===== config.mk =====
export PLATFORM = sky130hd
export DESIGN_NAME = median_hysteresis_eye_closure_flat
export DESIGN_NICKNAME = d
export VERILOG_FILES = /design/src/hdl/mhec_pkg.sv /design/src/hdl/mhec_if.sv /design/src/hdl/mhec_cell.sv /design/src/hdl/mhec_chain.sv /design/src/hdl/mhec_debounce.sv /design/src/hdl/median_hysteresis_eye_closure.sv /design/src/flat_wrapper.sv
export SDC_FILE = /design/constraint.sdc
export NUM_CORES = 1
export LEC_CHECK = 0
export ABC_CLOCK_PERIOD_IN_PS = 9700
export BUFFER_PORTS_ARGS = -buffer_cell sky130_fd_sc_hd__clkbuf_2
export CAP_MARGIN = 30
export CORE_AREA = 8 8 171 173
export CTS_CLUSTER_SIZE = 40
export DETAILED_ROUTE_END_ITERATION = 7
export DIE_AREA = 0 0 179 181
export PLACE_DENSITY_LB_ADDON = 0.15
export SETUP_SLACK_MARGIN = 0.5
export SKIP_LAST_GASP = 1
export SYNTH_ARGS = -nofsm -noshare
export SYNTH_HDL_FRONTEND = slang
export SYNTH_SLANG_ARGS = --single-unit

===== constraint.sdc =====
create_clock -name i_clk -period 9.7 [get_ports i_clk]
set_input_delay 0.97 -clock i_clk [delete_from_list [all_inputs] [get_ports i_clk]]
set_output_delay 0.97 -clock i_clk [all_outputs]
set_load 0.05 [all_outputs]

===== src/hdl/mhec_pkg.sv =====
`timescale 1ns / 1ps

package mhec_pkg;

    // Width of the ratio samples and of every configuration register.
    localparam int unsigned DATA_W = 16;

    // Configuration port.
    localparam int unsigned CFG_IDX_W = 2;
    localparam logic [CFG_IDX_W-1:0] CFG_CLOSE_THRESHOLD = 2'd0;
    localparam logic [CFG_IDX_W-1:0] CFG_OPEN_THRESHOLD  = 2'd1;
    localparam logic [CFG_IDX_W-1:0] CFG_CLOSED_LIMIT    = 2'd2;
    localparam logic [CFG_IDX_W-1:0] CFG_OPEN_LIMIT      = 2'd3;

    // Register values after reset.
    localparam logic [DATA_W-1:0] RST_CLOSE_THRESHOLD = 16'd3277;
    localparam logic [DATA_W-1:0] RST_OPEN_THRESHOLD  = 16'd4096;
    localparam logic [DATA_W-1:0] RST_CLOSED_LIMIT    = 16'd15;
    localparam logic [DATA_W-1:0] RST_OPEN_LIMIT      = 16'd10;

    // Saturation value of the debounce counters.
    localparam logic [DATA_W-1:0] COUNT_MAX = 16'hFFFF;

    // Sequencer states.
    typedef enum logic [1:0] {
        S_IDLE,
        S_INS,
        S_OUT
    } t_state;

    // Configuration register set.
    typedef struct packed {
        logic [DATA_W-1:0] close_threshold;
        logic [DATA_W-1:0] open_threshold;
        logic [DATA_W-1:0] closed_limit;
        logic [DATA_W-1:0] open_limit;
    } t_cfg;

    // Operation applied to the sorted cell chain.
    typedef struct packed {
        logic del;   // remove the oldest sample and close the gap
        logic ins;   // insert the new sample at its sorted place
        logic full;  // the window holds all of its samples
    } t_chain_ctrl;

endpackage


===== src/hdl/mhec_if.sv =====
`timescale 1ns / 1ps

// Request channel carrying one pair of eye ratios.
interface mhec_in_if;
    logic        valid;
    logic        ready;
    logic [15:0] left_ratio;
    logic [15:0] right_ratio;

    modport source (output valid, output left_ratio, output right_ratio, input ready);
    modport sink   (input valid, input left_ratio, input right_ratio, output ready);
endinterface

// Result channel carrying the filtered ratio and the drowsy flag.
interface mhec_out_if;
    logic        valid;
    logic        ready;
    logic [15:0] filtered_ratio;
    logic        drowsy;

    modport source (output valid, output filtered_ratio, output drowsy, input ready);
    modport sink   (input valid, input filtered_ratio, input drowsy, output ready);
endinterface


===== src/hdl/mhec_cell.sv =====
`timescale 1ns / 1ps

module mhec_cell #(
    parameter int unsigned AW       = 3,
    parameter int unsigned KILL_AGE = 4
) (
    input  logic                         i_clk,
    input  logic                         i_rst_n,
    input  mhec_pkg::t_chain_ctrl        i_ctrl,
    input  logic [mhec_pkg::DATA_W-1:0]  i_new_value,
    // Left neighbor (smaller values).
    input  logic                         i_left_gt,
    input  logic                         i_left_valid,
    input  logic [mhec_pkg::DATA_W-1:0]  i_left_value,
    input  logic [AW-1:0]                i_left_age,
    // Right neighbor (larger values).
    input  logic                         i_right_valid,
    input  logic [mhec_pkg::DATA_W-1:0]  i_right_value,
    input  logic [AW-1:0]                i_right_age,
    input  logic                         i_gap,
    output logic                         o_gap,
    output logic                         o_gt,
    output logic                         o_valid,
    output logic [mhec_pkg::DATA_W-1:0]  o_value,
    output logic [AW-1:0]                o_age
);
    import mhec_pkg::*;

    logic              r_valid;
    logic [DATA_W-1:0] r_value;
    logic [AW-1:0]     r_age;
    logic              n_valid;
    logic [DATA_W-1:0] n_value;
    logic [AW-1:0]     n_age;
    logic              kill;

    // This cell holds the oldest sample of a full window.
    assign kill  = i_ctrl.full && r_valid && (r_age == AW'(KILL_AGE));
    // A gap at or below this cell pulls the right neighbor down.
    assign o_gap = i_gap || kill;
    // An empty cell counts as larger than any sample.
    assign o_gt  = !r_valid || (r_value > i_new_value);

    assign o_valid = r_valid;
    assign o_value = r_value;
    assign o_age   = r_age;

    // Next cell contents for a delete or an insert step.
    always_comb begin
        n_valid = r_valid;
        n_value = r_value;
        n_age   = r_age;
        if (i_ctrl.del) begin
            if (o_gap) begin
                n_valid = i_right_valid;
                n_value = i_right_value;
                n_age   = i_right_age;
            end
        end else if (i_ctrl.ins) begin
            if (o_gt && !i_left_gt) begin
                n_valid = 1'b1;
                n_value = i_new_value;
                n_age   = '0;
            end else if (i_left_gt) begin
                n_valid = i_left_valid;
                n_value = i_left_value;
                n_age   = i_left_age + AW'(1);
            end else begin
                n_age   = r_age + AW'(1);
            end
        end
    end

    always_ff @(posedge i_clk) begin
        if (!i_rst_n) begin
            r_valid <= 1'b0;
        end else begin
            r_valid <= n_valid;
        end
    end

    always_ff @(posedge i_clk) begin
        r_value <= n_value;
        r_age   <= n_age;
    end

endmodule


===== src/hdl/mhec_chain.sv =====
`timescale 1ns / 1ps

module mhec_chain #(
    parameter int unsigned WINDOW = 5,
    parameter int unsigned AW     = 3
) (
    input  logic                                     i_clk,
    input  logic                                     i_rst_n,
    input  mhec_pkg::t_chain_ctrl                    i_ctrl,
    input  logic [mhec_pkg::DATA_W-1:0]              i_new_value,
    output logic [WINDOW-1:0][mhec_pkg::DATA_W-1:0]  o_values
);
    import mhec_pkg::*;

    logic [WINDOW-1:0]             valid;
    logic [WINDOW-1:0][DATA_W-1:0] value;
    logic [WINDOW-1:0][AW-1:0]     age;
    logic [WINDOW-1:0]             gt;
    logic [WINDOW-1:0]             gap;

    assign o_values = value;

    // Row of cells kept in ascending order; each cell talks to its two neighbors.
    for (genvar g = 0; g < WINDOW; g++) begin : g_cell
        logic              left_gt;
        logic              left_valid;
        logic [DATA_W-1:0] left_value;
        logic [AW-1:0]     left_age;
        logic              right_valid;
        logic [DATA_W-1:0] right_value;
        logic [AW-1:0]     right_age;
        logic              gap_in;

        if (g == 0) begin : g_first
            assign left_gt    = 1'b0;
            assign left_valid = 1'b0;
            assign left_value = '0;
            assign left_age   = '0;
            assign gap_in     = 1'b0;
        end else begin : g_inner_left
            assign left_gt    = gt[g-1];
            assign left_valid = valid[g-1];
            assign left_value = value[g-1];
            assign left_age   = age[g-1];
            assign gap_in     = gap[g-1];
        end

        if (g == WINDOW - 1) begin : g_last
            assign right_valid = 1'b0;
            assign right_value = '0;
            assign right_age   = '0;
        end else begin : g_inner_right
            assign right_valid = valid[g+1];
            assign right_value = value[g+1];
            assign right_age   = age[g+1];
        end

        mhec_cell #(
            .AW       (AW),
            .KILL_AGE (WINDOW - 1)
        ) u_cell (
            .i_clk         (i_clk),
            .i_rst_n       (i_rst_n),
            .i_ctrl        (i_ctrl),
            .i_new_value   (i_new_value),
            .i_left_gt     (left_gt),
            .i_left_valid  (left_valid),
            .i_left_value  (left_value),
            .i_left_age    (left_age),
            .i_right_valid (right_valid),
            .i_right_value (right_value),
            .i_right_age   (right_age),
            .i_gap         (gap_in),
            .o_gap         (gap[g]),
            .o_gt          (gt[g]),
            .o_valid       (valid[g]),
            .o_value       (value[g]),
            .o_age         (age[g])
        );
    end

endmodule


===== src/hdl/mhec_debounce.sv =====
`timescale 1ns / 1ps

module mhec_debounce (
    input  logic                         i_clk,
    input  logic                         i_rst_n,
    input  logic                         i_load,
    input  logic [mhec_pkg::DATA_W-1:0]  i_med,
    input  mhec_pkg::t_cfg               i_cfg,
    output logic                         o_drowsy_next
);
    import mhec_pkg::*;

    logic [DATA_W-1:0] r_closed;
    logic [DATA_W-1:0] r_open;
    logic              r_drowsy;
    logic [DATA_W-1:0] n_closed;
    logic [DATA_W-1:0] n_open;
    logic              n_drowsy;

    // Hysteresis counters; the closed test wins when the thresholds overlap.
    always_comb begin
        n_closed = r_closed;
        n_open   = r_open;
        if (i_med < i_cfg.close_threshold) begin
            if (r_closed != COUNT_MAX) begin
                n_closed = r_closed + 16'd1;
            end
            n_open = '0;
        end else if (i_med > i_cfg.open_threshold) begin
            if (r_open != COUNT_MAX) begin
                n_open = r_open + 16'd1;
            end
            n_closed = '0;
        end
        n_drowsy = r_drowsy;
        if (n_closed > i_cfg.closed_limit) begin
            n_drowsy = 1'b1;
        end
        if (n_open > i_cfg.open_limit) begin
            n_drowsy = 1'b0;
        end
    end

    assign o_drowsy_next = n_drowsy;

    always_ff @(posedge i_clk) begin
        if (!i_rst_n) begin
            r_closed <= '0;
            r_open   <= '0;
            r_drowsy <= 1'b0;
        end else if (i_load) begin
            r_closed <= n_closed;
            r_open   <= n_open;
            r_drowsy <= n_drowsy;
        end
    end

endmodule


===== src/hdl/median_hysteresis_eye_closure.sv =====
`timescale 1ns / 1ps
// A request is accepted, its sample inserted in the sorted chain in S_INS and its
// result loaded in S_OUT once the output is free, when a next request may enter.
// The chain deletes at the accept edge when full and inserts in the next cycle.
// Reset (synchronous, active low) empties the window, clears the counters and the
// drowsy flag, and loads the register defaults; the sample contents are not cleared.
module median_hysteresis_eye_closure #(
    parameter int unsigned WINDOW = 5
) (
    input  logic                              i_clk,
    input  logic                              i_rst_n,
    input  logic                              i_cfg_we,
    input  logic [mhec_pkg::CFG_IDX_W-1:0]    i_cfg_index,
    input  logic [mhec_pkg::DATA_W-1:0]       i_cfg_data,
    mhec_in_if.sink                           i_in,
    mhec_out_if.source                        o_out
);
    import mhec_pkg::*;

    localparam int unsigned AW = (WINDOW > 1) ? $clog2(WINDOW) : 1;
    localparam int unsigned CW = $clog2(WINDOW + 1);

    t_state                        r_state;
    t_state                        n_state;
    t_cfg                          r_cfg;
    logic [CW-1:0]                 r_fill;
    logic [DATA_W-1:0]             r_avg;
    logic                          r_out_valid;
    logic [DATA_W-1:0]             r_out_ratio;
    logic                          r_out_drowsy;
    logic                          full;
    logic                          accept;
    logic                          out_free;
    logic                          load_out;
    logic [DATA_W:0]               sum;
    logic [AW-1:0]                 med_idx;
    logic [DATA_W-1:0]             med;
    logic                          drowsy_next;
    t_chain_ctrl                   ctrl;
    logic [WINDOW-1:0][DATA_W-1:0] values;

    assign full     = (r_fill == CW'(WINDOW));
    assign out_free = !r_out_valid || o_out.ready;
    assign load_out = (r_state == S_OUT) && out_free;
    assign accept   = i_in.valid && i_in.ready;
    assign sum      = {1'b0, i_in.left_ratio} + {1'b0, i_in.right_ratio};
    assign med_idx  = AW'(r_fill >> 1);
    assign med      = values[med_idx];

    // Sequencer: accept, insert, then hand the result to the output register.
    always_comb begin
        n_state    = r_state;
        i_in.ready = 1'b0;
        ctrl       = '{del: 1'b0, ins: 1'b0, full: full};
        unique case (r_state)
            S_IDLE: begin
                // In S_IDLE no request is taken while reset is held.
                i_in.ready = i_rst_n;
            end
            S_INS: begin
                ctrl.ins = 1'b1;
                n_state  = S_OUT;
            end
            S_OUT: begin
                i_in.ready = out_free;
                if (out_free) begin
                    n_state = S_IDLE;
                end
            end
            default: begin
                n_state = S_IDLE;
            end
        endcase
        // The oldest sample leaves at the accept edge when the window is full.
        if (accept) begin
            ctrl.del = full;
            n_state  = S_INS;
        end
    end

    always_ff @(posedge i_clk) begin
        if (!i_rst_n) begin
            r_state <= S_IDLE;
        end else begin
            r_state <= n_state;
        end
    end

    // Average of the two ratios, held for the insert step.
    always_ff @(posedge i_clk) begin
        if (accept) begin
            r_avg <= sum[DATA_W:1];
        end
    end

    // Number of samples held, counted up on each insert until the window is full.
    always_ff @(posedge i_clk) begin
        if (!i_rst_n) begin
            r_fill <= '0;
        end else if (ctrl.ins && !full) begin
            r_fill <= r_fill + CW'(1);
        end
    end

    // Configuration registers.
    always_ff @(posedge i_clk) begin
        if (!i_rst_n) begin
            r_cfg <= '{close_threshold: RST_CLOSE_THRESHOLD,
                       open_threshold:  RST_OPEN_THRESHOLD,
                       closed_limit:    RST_CLOSED_LIMIT,
                       open_limit:      RST_OPEN_LIMIT};
        end else if (i_cfg_we) begin
            unique case (i_cfg_index)
                CFG_CLOSE_THRESHOLD: r_cfg.close_threshold <= i_cfg_data;
                CFG_OPEN_THRESHOLD:  r_cfg.open_threshold  <= i_cfg_data;
                CFG_CLOSED_LIMIT:    r_cfg.closed_limit    <= i_cfg_data;
                CFG_OPEN_LIMIT:      r_cfg.open_limit      <= i_cfg_data;
                default: begin
                end
            endcase
        end
    end

    mhec_chain #(
        .WINDOW (WINDOW),
        .AW     (AW)
    ) u_chain (
        .i_clk       (i_clk),
        .i_rst_n     (i_rst_n),
        .i_ctrl      (ctrl),
        .i_new_value (r_avg),
        .o_values    (values)
    );

    mhec_debounce u_debounce (
        .i_clk         (i_clk),
        .i_rst_n       (i_rst_n),
        .i_load        (load_out),
        .i_med         (med),
        .i_cfg         (r_cfg),
        .o_drowsy_next (drowsy_next)
    );

    // Output register.
    always_ff @(posedge i_clk) begin
        if (!i_rst_n) begin
            r_out_valid <= 1'b0;
        end else if (load_out) begin
            r_out_valid <= 1'b1;
        end else if (o_out.ready) begin
            r_out_valid <= 1'b0;
        end
    end

    always_ff @(posedge i_clk) begin
        if (load_out) begin
            r_out_ratio  <= med;
            r_out_drowsy <= drowsy_next;
        end
    end

    assign o_out.valid          = r_out_valid;
    assign o_out.filtered_ratio = r_out_ratio;
    assign o_out.drowsy         = r_out_drowsy;

endmodule


===== src/flat_wrapper.sv =====
// flat-port wrapper written by rule: the top's interface ports become plain ports
module median_hysteresis_eye_closure_flat import mhec_pkg::*;
#(
    parameter int unsigned WINDOW = 5
)
  (i_clk, i_rst_n, i_cfg_we, i_cfg_index, i_cfg_data, i_in_valid, i_in_left_ratio, i_in_right_ratio, i_in_ready, o_out_valid, o_out_filtered_ratio, o_out_drowsy, o_out_ready);
  mhec_in_if i_in_i ();
  mhec_out_if o_out_i ();
  input  logic i_clk;
  input  logic i_rst_n;
  input  logic i_cfg_we;
  input  logic [mhec_pkg::CFG_IDX_W-1:0] i_cfg_index;
  input  logic [mhec_pkg::DATA_W-1:0] i_cfg_data;
  input wire logic [$bits(i_in_i.valid)-1:0] i_in_valid;
  input wire logic [$bits(i_in_i.left_ratio)-1:0] i_in_left_ratio;
  input wire logic [$bits(i_in_i.right_ratio)-1:0] i_in_right_ratio;
  output wire logic [$bits(i_in_i.ready)-1:0] i_in_ready;
  output wire logic [$bits(o_out_i.valid)-1:0] o_out_valid;
  output wire logic [$bits(o_out_i.filtered_ratio)-1:0] o_out_filtered_ratio;
  output wire logic [$bits(o_out_i.drowsy)-1:0] o_out_drowsy;
  input wire logic [$bits(o_out_i.ready)-1:0] o_out_ready;
  assign i_in_i.valid = i_in_valid;
  assign i_in_i.left_ratio = i_in_left_ratio;
  assign i_in_i.right_ratio = i_in_right_ratio;
  assign i_in_ready = i_in_i.ready;
  assign o_out_valid = o_out_i.valid;
  assign o_out_filtered_ratio = o_out_i.filtered_ratio;
  assign o_out_drowsy = o_out_i.drowsy;
  assign o_out_i.ready = o_out_ready;
  median_hysteresis_eye_closure #(.WINDOW(WINDOW)) u_core (.i_clk(i_clk), .i_rst_n(i_rst_n), .i_cfg_we(i_cfg_we), .i_cfg_index(i_cfg_index), .i_cfg_data(i_cfg_data), .i_in(i_in_i), .o_out(o_out_i));
endmodule

# After elaboration in Yosys (flattened, before gate mapping)
# Cells that the tools add are included.
# op_classes
n_addsub	9
order_cmp	10
n_eq_ne	21
muxes	90
bitwise	2
n_reduce_logical	64
# op_table
op	n
16-bit two-way mux	31
16-bit greater-than comparator	8
3-bit two-way mux	24
16-bit by 1-bit adder with 16-bit output (second input constant)	2
16-bit binary-select mux with 2-bit select	1
16-bit inequality test (second input constant)	2
1-bit two-way mux	31
2-bit AND reduction	11
3-bit by 1-bit adder with 3-bit output (second input constant)	6
3-bit == test (second input constant)	6
16-bit by 16-bit adder with 17-bit output	1
1-bit logical AND	17
16-bit less-than comparator	1
3-bit AND reduction	5
3-bit nonzero test	4
1-bit zero test	11
1-bit logical OR	10
2-bit inequality test (second input constant)	5
2-bit == test (second input constant)	3
2-bit one-hot mux with 3 select lines	1
2-bit nonzero test	3
2-bit by 1-bit == test with 1-bit output (second input constant)	2
2-bit zero test	2
2-bit by 4-bit less-than comparator with 1-bit output (second input constant)	1
other kinds (6)	8
# word_totals
ff_bits	236
in_bits	55
output_inout_bits	19
elab_cells	225

# Logic depth before layout (Yosys ltp)
# Gate-level depths: netlist (run 1).
# logic_depth
ltp_word	9
depth_mapped	23
mapped_depth_nobuf	20

# By module
# A second synthesis (run 1) with hierarchy kept.
# unflattened
cells_unflattened	1793
area_unflattened_um2	17211.5
# by_module_without_submodules
mod	instances	cells_per_inst	area_per_inst_um2	seq_area_each_um2
mhec_cell	5	149	1677.9	590.6
median_hysteresis_eye_closure	1	467	4739.5	2392.3
mhec_debounce	1	580	4078.9	660.6
mhec_chain	1	1	3.8	0.0

# Worst setup path after synthesis (run 1)
# OpenSTA, ideal clock, no wires.
# synth_timing
path_type	input -> register
from	input i_rst_n
to	register u_core.u_chain.g_cell[4].u_cell.r_value[0], enable pin
setup_ns	0.394
arrival_time_ns	5.033
required_time_ns	9.306
setup_slack_ns	4.273
stages	9
n_path_buf	2
path_cell_list	buf_2 -> nor2_1 -> a2111oi_1 -> and3_1 -> buf_2 -> o21ai_1 -> o21a_1 -> o21a_1 -> a21oi_1
# synth_via
elab_chain_len	5
elab_cells_between_ends	7
classes_between	eq/ne (1); mux (2); reduce/logical (4)
# synth_rtl
element	line_no	rtl
start, declared	flat_wrapper.sv:10	input logic i_rst_n;
1-bit one-hot mux with 2 select lines *	median_hysteresis_eye_closure.sv:55	unique case (r_state)
1-bit logical AND *	median_hysteresis_eye_closure.sv:45	assign accept = i_in.valid && i_in.ready;
net u_core.accept	median_hysteresis_eye_closure.sv:32	logic accept;
1-bit two-way mux *	median_hysteresis_eye_closure.sv:75	if (accept) begin
2-bit inequality test (no line), or another cell as far along	n/a	
3-bit AND reduction (no line) *	n/a	
end signal, assigned	mhec_cell.sv:83	r_value <= n_value;
end, declared	mhec_cell.sv:30	logic [DATA_W-1:0] r_value;
# Mark *: on every way through the listed nets, which the timed path passes. The rest lies on a longest branch.
# A chain may end at the register's enable or synchronous reset.

# Worst setup path after layout (run 1)
# layout_timing
from	register u_core.r_fill[2]
to	register u_core.r_out_drowsy (netlist: u_core.o_out.drowsy) (data pin)
# layout_via
elab_chain_len	8
elab_cells_between_ends	12
classes_between	order compare (4); mux (8)
# layout_rtl
element	line_no	rtl
start, declared	median_hysteresis_eye_closure.sv:26	logic [CW-1:0] r_fill;
start signal, assigned	median_hysteresis_eye_closure.sv:101	r_fill <= r_fill + CW'(1);
16-bit binary-select mux with 2-bit select *	median_hysteresis_eye_closure.sv:48	assign med = values[med_idx];
16-bit two-way mux (implied by the code) *	median_hysteresis_eye_closure.sv:48	
net u_core.med[9]	median_hysteresis_eye_closure.sv:37	logic [DATA_W-1:0] med;
16-bit greater-than comparator	mhec_debounce.sv:29	end else if (i_med > i_cfg.open_threshold) begin
16-bit two-way mux	mhec_debounce.sv:29	
16-bit two-way mux *	mhec_debounce.sv:24	if (i_med < i_cfg.close_threshold) begin
net u_core.u_debounce.n_closed[1]	mhec_debounce.sv:16	logic [DATA_W-1:0] n_closed;
16-bit greater-than comparator *	mhec_debounce.sv:36	if (n_closed > i_cfg.closed_limit) begin
1-bit two-way mux *	mhec_debounce.sv:36	
1-bit two-way mux *	mhec_debounce.sv:39	if (n_open > i_cfg.open_limit) begin
net u_core.drowsy_next	median_hysteresis_eye_closure.sv:38	logic drowsy_next;
end signal, assigned	median_hysteresis_eye_closure.sv:158	r_out_drowsy <= drowsy_next;
end, declared	median_hysteresis_eye_closure.sv:30	logic r_out_drowsy;
# Mark *: on every way through the listed nets, which the timed path passes. The rest lies on a longest branch. The select of a mux whose other input is x is not followed.

==> results of run 1 <==
## kinds of logic (layout without fill, tap and decap cells)
group           count (synthesis)  after routing
compound gates                436            436
xor+xnor                       35             35
fa+ha+maj                     173            173
buf+inv                       209            249
flops                         236            236
mux                            22             22
simple gates                  656            656
## through the flow
step | setup WS, ns | power [mW] | util (%) | hold WS (ns) | std cells
2_1_floorplan | 4.27 | 1.38 | - | 0.433 | 1767
3_3_place_gp | 3.81 | 1.47 | 61.3 | 0.443 | 2096
3_5_place_dp | 4.05 | 1.49 | 61.4 | 0.446 | 2098
4_1_cts | 3.99 | 2.51 | 64.8 | 0.455 | 2148
5_1_grt | 3.72 | 2.59 | 64.8 | 0.474 | 2148
6_report | 3.97 | 2.50 | 64.8 | 0.460 | 2148
## power groups by stage
stage                     registers (mW)  logic [mW]  clock network (mW)
after floorplan                     1.14       0.242                   0
after global placement              1.15       0.322                   0
after detailed placement            1.15       0.336                   0
after CTS                           1.13       0.338                1.04
after global routing                1.13       0.379                1.08
final                               1.13       0.339                1.03
## worst max-delay path, cell delays in order, from the launching register on
cell and delay [ns]:
dfxtp_1 0.98, mux4_2 0.47, ha_1 0.33, a21o_1 0.18, a21o_1 0.17, a21oi_1 0.18, o22a_1 0.17, o311ai_2 0.09
buf_4 0.24, a21oi_1 0.84, o21ai_0 0.30, nand2_1 0.15, ha_1 0.24, nor2b_1 0.13, o21a_1 0.17, o21a_1 0.16
o21a_1 0.16, o21a_1 0.16, o21bai_1 0.12, a31o_2 0.18, nor2_1 0.04
## state kept, by name, indices dropped and copies added, names as in the netlist
signal / flops
u_core.r_cfg: 64
u_core.u_debounce.r_drowsy: 1
u_core.r_fill: 3
u_core.u_chain.g_cell.u_cell.o_value: 80
u_core.u_chain.g_cell.u_cell.o_age: 15
u_core.u_chain.g_cell.u_cell.o_valid: 5
u_core.r_avg: 16
u_core.o_out.filtered_ratio: 16
u_core.u_debounce.r_closed: 16
u_core.u_debounce.r_open: 16
u_core.o_out.valid: 1
u_core.o_out.drowsy: 1
u_core.r_state: 2
## worst min path at each step
| stage | startpoint | endpoint | slack [ns] |
|---|---|---|---|
| floorplan | u_core.r_cfg[48]$_SDFFE_PN1P_ | u_core.r_cfg[48]$_SDFFE_PN1P_ | 0.43 |
| global placement | u_core.r_cfg[53]$_SDFFE_PN0P_ | u_core.r_cfg[53]$_SDFFE_PN0P_ | 0.44 |
| detailed placement | u_core.r_cfg[46]$_SDFFE_PN0P_ | u_core.r_cfg[46]$_SDFFE_PN0P_ | 0.45 |
| CTS | u_core.r_cfg[46]$_SDFFE_PN0P_ | u_core.r_cfg[46]$_SDFFE_PN0P_ | 0.45 |
| global route | u_core.r_cfg[38]$_SDFFE_PN0P_ | u_core.r_cfg[38]$_SDFFE_PN0P_ | 0.47 |
| finish | u_core.r_cfg[46]$_SDFFE_PN0P_ | u_core.r_cfg[46]$_SDFFE_PN0P_ | 0.46 |
## layer usage
metal / vias up / part of all wire (%)
met1: 6421 / 44
li1: 6537 / -
met2: 516 / 47
met3: 74 / 6.3
met5: - / 0
met4: 0 / 2.5
## synth_stat cells, types with 21 or more instances
cell / n / area, um2
dfxtp_1: 108 / 2160
nand2_1: 247 / 927
nor2_1: 80 / 300
nand3_1: 112 / 561
ha_1: 172 / 2150
xor2_1: 26 / 228
edfxtp_1: 128 / 3840
a21o_1: 40 / 300
inv_1: 106 / 398
a21oi_1: 137 / 686
o21ai_0: 87 / 435
clkbuf_1: 82 / 308
nand4_1: 88 / 551
o21a_1: 21 / 158
o211ai_1: 64 / 480
## layout by cell type (no fill, tap or decap), types with 18 or more instances in the layout
| master | instances |
|---|---|
| and3_1 | 18 |
| nand3_1 | 111 |
| dfxtp_1 | 108 |
| o21a_1 | 21 |
| clkbuf_2 | 73 |
| xor2_1 | 26 |
| buf_4 | 18 |
| a21o_1 | 40 |
| ha_1 | 172 |
| edfxtp_1 | 128 |
| inv_1 | 106 |
| nor3_1 | 20 |
| and2_1 | 20 |
| clkbuf_16 | 28 |
| nand2_1 | 247 |
| o21ai_0 | 85 |
| a21oi_1 | 137 |
| o211ai_1 | 64 |
| nor2_1 | 79 |
| nand4_1 | 88 |
## final cells by class
cell class / instances / share of cell area [%]
inverter: 107 / 2.34
clock buffer: 35 / 4.29
clock inverter: 15 / 0.868
tap: 341 / 2.49
multi-input combinational: 1322 / 51.9
timing repair buffer: 92 / 3.08
sequential: 236 / 35.0
==> metrics.md, run 1 <==
| Metric | Value |
|---|---|
| Cells after synthesis | roughly 1,800 |
| #FFs+latches synth | around 240 |
| Post-synthesis adder-cell area fraction | roughly 14% |
| Cell Pwr Density | around 150 nW/um2 |
| Reg power frac | 45.2% |
| Crit path capture type | flip-flop |
| Max-cap viol count | 0 |
| FF-to-FF path depth | 20 |
| Met1 Resource Use GR | about a third |
| Met2 GRT Util | 42.1% |
| Hold Path Class | flip-flop to flip-flop |
| H-tree levels | 1 |
| Worst slew pin tran | 1.07 ns |
| EDFF count, synth | approximately 130 |
| Clk pwr share | 41.2% |
| Pin count of the biggest net entering global routing | 94 |
| Post-CTS Hold Buffers | 0 |
| Critical R2R Launch | u_core.r_fill[2]$_SDFFE_PN0P_ |
| Setup tns final | 0 ns |
| Kind of critical path | flip-flop to flip-flop |
| Mapped Area | ~16,000 um2 |
| Crit path to | u_core.o_out.drowsy$_DFFE_PP_ |
| Fraction of layout cells with a size suffix above 1 | about 9.7% |
| Setup Buffers After CTS | 0 |
| Wire per inst | just under 20 um |
| Root Driver | clkbuf_16 |
| CTS Buf Count | 27 |
| Synth Area in XOR/XNOR | between 1.5 and 2% |
| Sequential element share of the synthesized area | approximately two fifths |
| Die width | around 180 um |
| Clock Pin Slew Worst Setup and Hold Paths | about 0.06 ns |
| Met3 usage | 2.84% |
| Status | finished, final reports clean |
| Drt drc | 0 |
| Synth Area in Compound Gates | between 10% and 20% |
| Worst-path maximum fanout | 27 |
| CTS tree | built |
| I/O pins | 74 |
| Rel. slew slack | 28.8% |
| Port bufs | 73 |
| TritonCTS Sinks | around 240 |
| Required time worst endpoint | around 10 ns |
| Routed WL | around 42,000 um |
| Setup-failing EPs final | 0 |
| Die ar. | 32,400 um2 |
| Period utilization | between 50% and 60% |
| Start point of the critical path | u_core.r_fill[2]$_SDFFE_PN0P_ |
| Min Tclk post-route | ~5.7 ns |
| Final instance area | between 15,000 and 20,000 um2 |
| Pre-antenna DRT Iters | 7 |
| Gate power share | 13.6% |
| Via/cell ratio | roughly 6.3 |
| Post-Synth Simple-Gate Area | 20.3% |
| Largest family of logic cells by synthesized area | simple AND/OR/NAND/NOR gates |
| Final Slew Violations | 0 |
| Storage element area | 6010 um2 |
| Fillers | between 2,000 and 2,500 |
| Initial antenna violation count | 0 |
| Distinct cells, synth | 76 |
| Mapped Nets | 1,995 |
| Mux cell area share after synthesis | under 10% |
| Antenna diodes | 0 |
| Startpoint Class | flip-flop |
| Worst R2R Setup Slack | roughly 4.0 ns |
| Fmax | 0.174 GHz |
| Worst clock skew | between 0.02 and 0.025 ns |
| Yosys warns | 0 |
| CP arrival | ~6.0 ns |
| Clk buf depth | 3 |
| Final HPWL from detailed placement | ~31,000 um |
| Pint | approximately 1.8 mW |
| Top FF cell, synth | edfxtp_1 |
| Via count | ~14,000 |
| Initial Util | just under 60% |
| Sw frac | 26.4% |
| GRT Total Usage | about a quarter |
| Hold-critical path depth | 2 |
| Cell Rows | 60 |
| Busiest grt layer | met2 |
| Core area | 26,500 um2 |
| Layout area overhead | 9.43% |
| Routed Antenna Nets | 0 |
| Iter 0 DRT Violations | about 1,200 |
| Final #Nets | around 2,000 |
| P_sw | ~0.66 mW |
| Final GP Congestion | 0.903 |
| Post-CTS Resized | 0 |
| Worst-case vdd ir drop | between 0.00015 and 0.0002 V |
| Vias in the first global route | between 10,000 and 15,000 |
| RSZ-0062 raised after global routing | no |
| Avg Cell Area, Syn | between 8 and 9 um2 |
| First-pass GRT wire length | just under 70,000 um |
| Fraction of registers with async set/reset | 0% |
| Area post-placement | 16,300 um2 |
| Area occupied by multi-input gates | between 8000 and 9000 um2 |
| Leakage | ~6.8 nW |
| Clk_lat worst skew | 0.55 ns |
| R2R Path End | u_core.o_out.drowsy$_DFFE_PP_ |
| Hold Fails Final Rpt | 0 |
| Grt total ovfl | 0 |
| DIE HEIGHT | ~180 um |
No activity file was read; power rests on OpenSTA's default activity.
==> inputs of run 2 (changes only) <==
--- a/config.mk
+++ b/config.mk
@@ -5,13 +5,13 @@
 export SDC_FILE = /design/constraint.sdc
 export NUM_CORES = 1
 export LEC_CHECK = 0
-export ABC_CLOCK_PERIOD_IN_PS = 9700
+export ABC_CLOCK_PERIOD_IN_PS = 5190
 export BUFFER_PORTS_ARGS = -buffer_cell sky130_fd_sc_hd__clkbuf_2
 export CAP_MARGIN = 30
-export CORE_AREA = 8 8 171 173
+export CORE_AREA = 8 8 175 177
 export CTS_CLUSTER_SIZE = 40
 export DETAILED_ROUTE_END_ITERATION = 7
-export DIE_AREA = 0 0 179 181
+export DIE_AREA = 0 0 183 185
 export PLACE_DENSITY_LB_ADDON = 0.15
 export SETUP_SLACK_MARGIN = 0.5
 export SKIP_LAST_GASP = 1
==> constraint.sdc (replaced) <==
create_clock -name i_clk -period 5.19 [get_ports i_clk]
set_input_delay 0.519 -clock i_clk [delete_from_list [all_inputs] [get_ports i_clk]]
set_output_delay 0.519 -clock i_clk [all_outputs]
set_load 0.05 [all_outputs]
==> metrics.md, run 2 (synthesis gave the netlist of run 1 again) <==
| Metric | Value |
|---|---|
| Critical path's slowest cell | mux4_2 |
| Final instance area | 17,700 um2 (+3.1%) |
| Root Driver | clkbuf_16 |
| Core area | 28,100 um2 (+6.0%) |
| Grt total ovfl | 0 (unchanged) |
| First-pass GRT wire length | 71,100 um (+4.9%) |
| CP arrival | 5.11 ns (-0.89 ns) |
| Final HPWL from detailed placement | 32,300 um (+4.6%) |
| Post-CTS Hold Buffers | 0 (unchanged) |
| Clk_lat worst skew | 0.55 ns (about the same) |
| Non-filler cells, final | 2,227 (+3.7%) |
| Antenna diodes | 0 (unchanged) |
| Port bufs | 73 (unchanged) |
| Via count | 13,800 (+1.7%) |
| Worst R2R Setup Slack | 0.52 ns (-3.45 ns) |
| Reg power frac | 43.6% (-1.6 points) |
| CTS Buf Count | 27 (unchanged) |
| Routed WL | 44,700 um (+5.8%) |
| Period utilization | 90.1% (+31 points) |
| Fillers | 2,428 (+8.8%) |
| Worst-path maximum fanout | 4 (-85%) |
| Clk pwr share | 41.9% (+0.7 points) |
| Layout area overhead | 12.8% |
| Kind of critical path | flip-flop to flip-flop |
| Largest register FFs | 80 (unchanged) |
| I/O pins | 74 (unchanged) |
| Area occupied by multi-input gates | 9040 um2 (+1.4%) |
| Die ar. | 33,900 um2 (+4.5%) |
| Fraction of layout cells with a size suffix above 1 | 12.6% (+2.9 points) |
| Required time worst endpoint | 5.62 ns (-4.35 ns) |
| Most common cell after layout, fill and taps aside | nand2_1 |
| Worst slew pin tran | 1.01 ns (-0.0530 ns) |
| WL met3 | 2690 um (+1.7%) |
| Violated checks | DRC |
| Worst clock skew | 0.0256 ns (+0.00216 ns) |
| Status | complete, but fails checks |
| Final #Nets | 2,050 (+1.8%) |
| DIE HEIGHT | 185 um (+2.2%) |
| CTS tree | built |
| Routed Antenna Nets | 0 (unchanged) |
| Most frequent cells in the layout | nand2_1, ha_1, a21oi_1 |
| Drt drc | 1 (+1) |
| Sw frac | 26.3% (-0.059 points) |
| Fmax | 0.214 GHz (+23%) |
| Fin util | 63.0% (-1.7 points) |
| Slowest stage delay, CP | 0.58 ns (-0.40 ns) |
| WHS | 0.261 ns (-0.198 ns) |
| Leakage | 7.00 nW (+3.1%) |
| Area post-placement | 16,400 um2 (+0.74%) |
| H-tree levels | 1 (unchanged) |
| Setup tns final | 0 ns (unchanged) |
| Min Tclk post-route | 4.67 ns (-1.06 ns) |
| Die width | 183 um (+2.2%) |
| Worst-case vdd ir drop | 0.000244 V (+58%) |
| Hold Path Class | primary input to flip-flop |
| Iter 0 DRT Violations | 1,237 (+6.2%) |
| Max-cap viol count | 0 (unchanged) |
| Setup-failing EPs final | 0 (unchanged) |
| Crit path capture type | flip-flop |
| Clk buf depth | 3 (unchanged) |
| Hold Fails Final Rpt | 0 (unchanged) |
| Final GP Congestion | 0.931 (+3.1%) |
| Initial Util | 55.9% (-3.3 points) |
| Met1 WL | 19,300 um (+3.7%) |
| Rel. slew slack | 32.3% (+3.5 points) |
| Startpoint Class | flip-flop |
| Via/cell ratio | 6.19 (-1.9%) |
| GRT Total Usage | 25.7% (+0.31 points) |
| Pint | 3.56 mW (+94%) |
| Cells after DPL | 2,149 (+2.4%) |
| Cell Chain, Critical Path | mux4_2, ha_4, nand4_1, or2_4, o311ai_4, buf_4, and2_4, nand2_1, a21oi_2, ha_1, nor2b_1, o21a_1, o21a_1, o21a_1, o21a_1, o2111ai_2, a31oi_2, a2111oi_2 |
| Highest routing layer actually used | met4 |
| Final Slew Violations | 0 (unchanged) |
| Cell Rows | 62 (+3.3%) |
| DR WL met2 | 21,700 um (+8.8%) |
| Vias in the first global route | 13,100 (+0.69%) |
| Wire per inst | 20.1 um (+2.1%) |
| Clock Pin Slew Worst Setup and Hold Paths | 0.06 ns (about the same) |
| Pin count of the biggest net entering global routing | 75 (-20%) |
| Gate power share | 14.5% (+0.9 points) |
| Pre-antenna DRT Iters | 8 (+1) |
| RSZ-0062 raised after global routing | yes |
| P_sw | 1.27 mW (+93%) |
| Initial antenna violation count | 0 (unchanged) |
| Cell Pwr Density | 273 nW/um2 (+88%) |
| TritonCTS Sinks | 236 (unchanged) |
| Top cell by count, worst path | o21a_1 |
| Storage element area | 6010 um2 (about the same) |
run 2: worst paths after layout:
check | start | endpoint | cells after the start
min | i_cfg_data[15] | u_core.r_cfg[15]$_SDFFE_PN0P_ | 3
max reg2reg | u_core.u_chain.g_cell[3].u_cell.o_value[10]$_DFFE_PP_ | u_core.u_debounce.r_drowsy$_SDFFE_PN0P_ | 18
min reg2reg | u_core.r_cfg[56]$_SDFFE_PN0P_ | u_core.r_cfg[56]$_SDFFE_PN0P_ | 2
max | u_core.u_chain.g_cell[3].u_cell.o_value[10]$_DFFE_PP_ | u_core.u_debounce.r_drowsy$_SDFFE_PN0P_ | 18
run 2: repair_timing:
item                       in CTS  in global routing
pin swaps                       8                 22
buffers inserted               11                 14
gates cloned                    2                  1
setup endpoints to repair       2                  2
gates resized for setup        14                 22
run 2: final cells by class:
type / instances / area share, %
Multi-Input combinational cell: 1322 / 51.1
Sequential cell: 236 / 34.0
Timing Repair Buffer: 128 / 4.67
Clock buffer: 32 / 4.04
Tap cell: 384 / 2.71
Inverter: 107 / 2.27
Clock inverter: 18 / 1.26
run 2: per-stage QoR:
step | power (mW) | worst slack, ns
6_report | 4.84 | 0.515
5_1_grt | 5.02 | 0.384
4_1_cts | 4.83 | 0.500
3_5_place_dp | 2.79 | 0.160
3_3_place_gp | 2.77 | 0.360
2_1_floorplan | 2.58 | 0.386
run 2: power groups by stage:
stage	combinational, mW	sequential, mW	clock [mW]
3_3_place_gp	0.629	2.14	0
3_5_place_dp	0.650	2.14	0
6_report	0.703	2.11	2.03
2_1_floorplan	0.454	2.13	0
5_1_grt	0.778	2.11	2.13
4_1_cts	0.675	2.10	2.05
run 2: critical path, delay by kind of cell, from the launching register on:
family          cells  cell delay [ns]
compound gates      9             1.86
simple gates        5             0.85
mux                 1             0.58
fa+ha+maj           2             0.55
flops               1             0.52
buf+inv             1             0.19
run 2: routing by layer:
layer | global-route usage [%] | vias up
met5 | 0 | -
met1 | 34.2 | 6584
met2 | 44.5 | 527
met3 | 2.65 | 62
li1 | - | 6604
met4 | 6.31 | 0
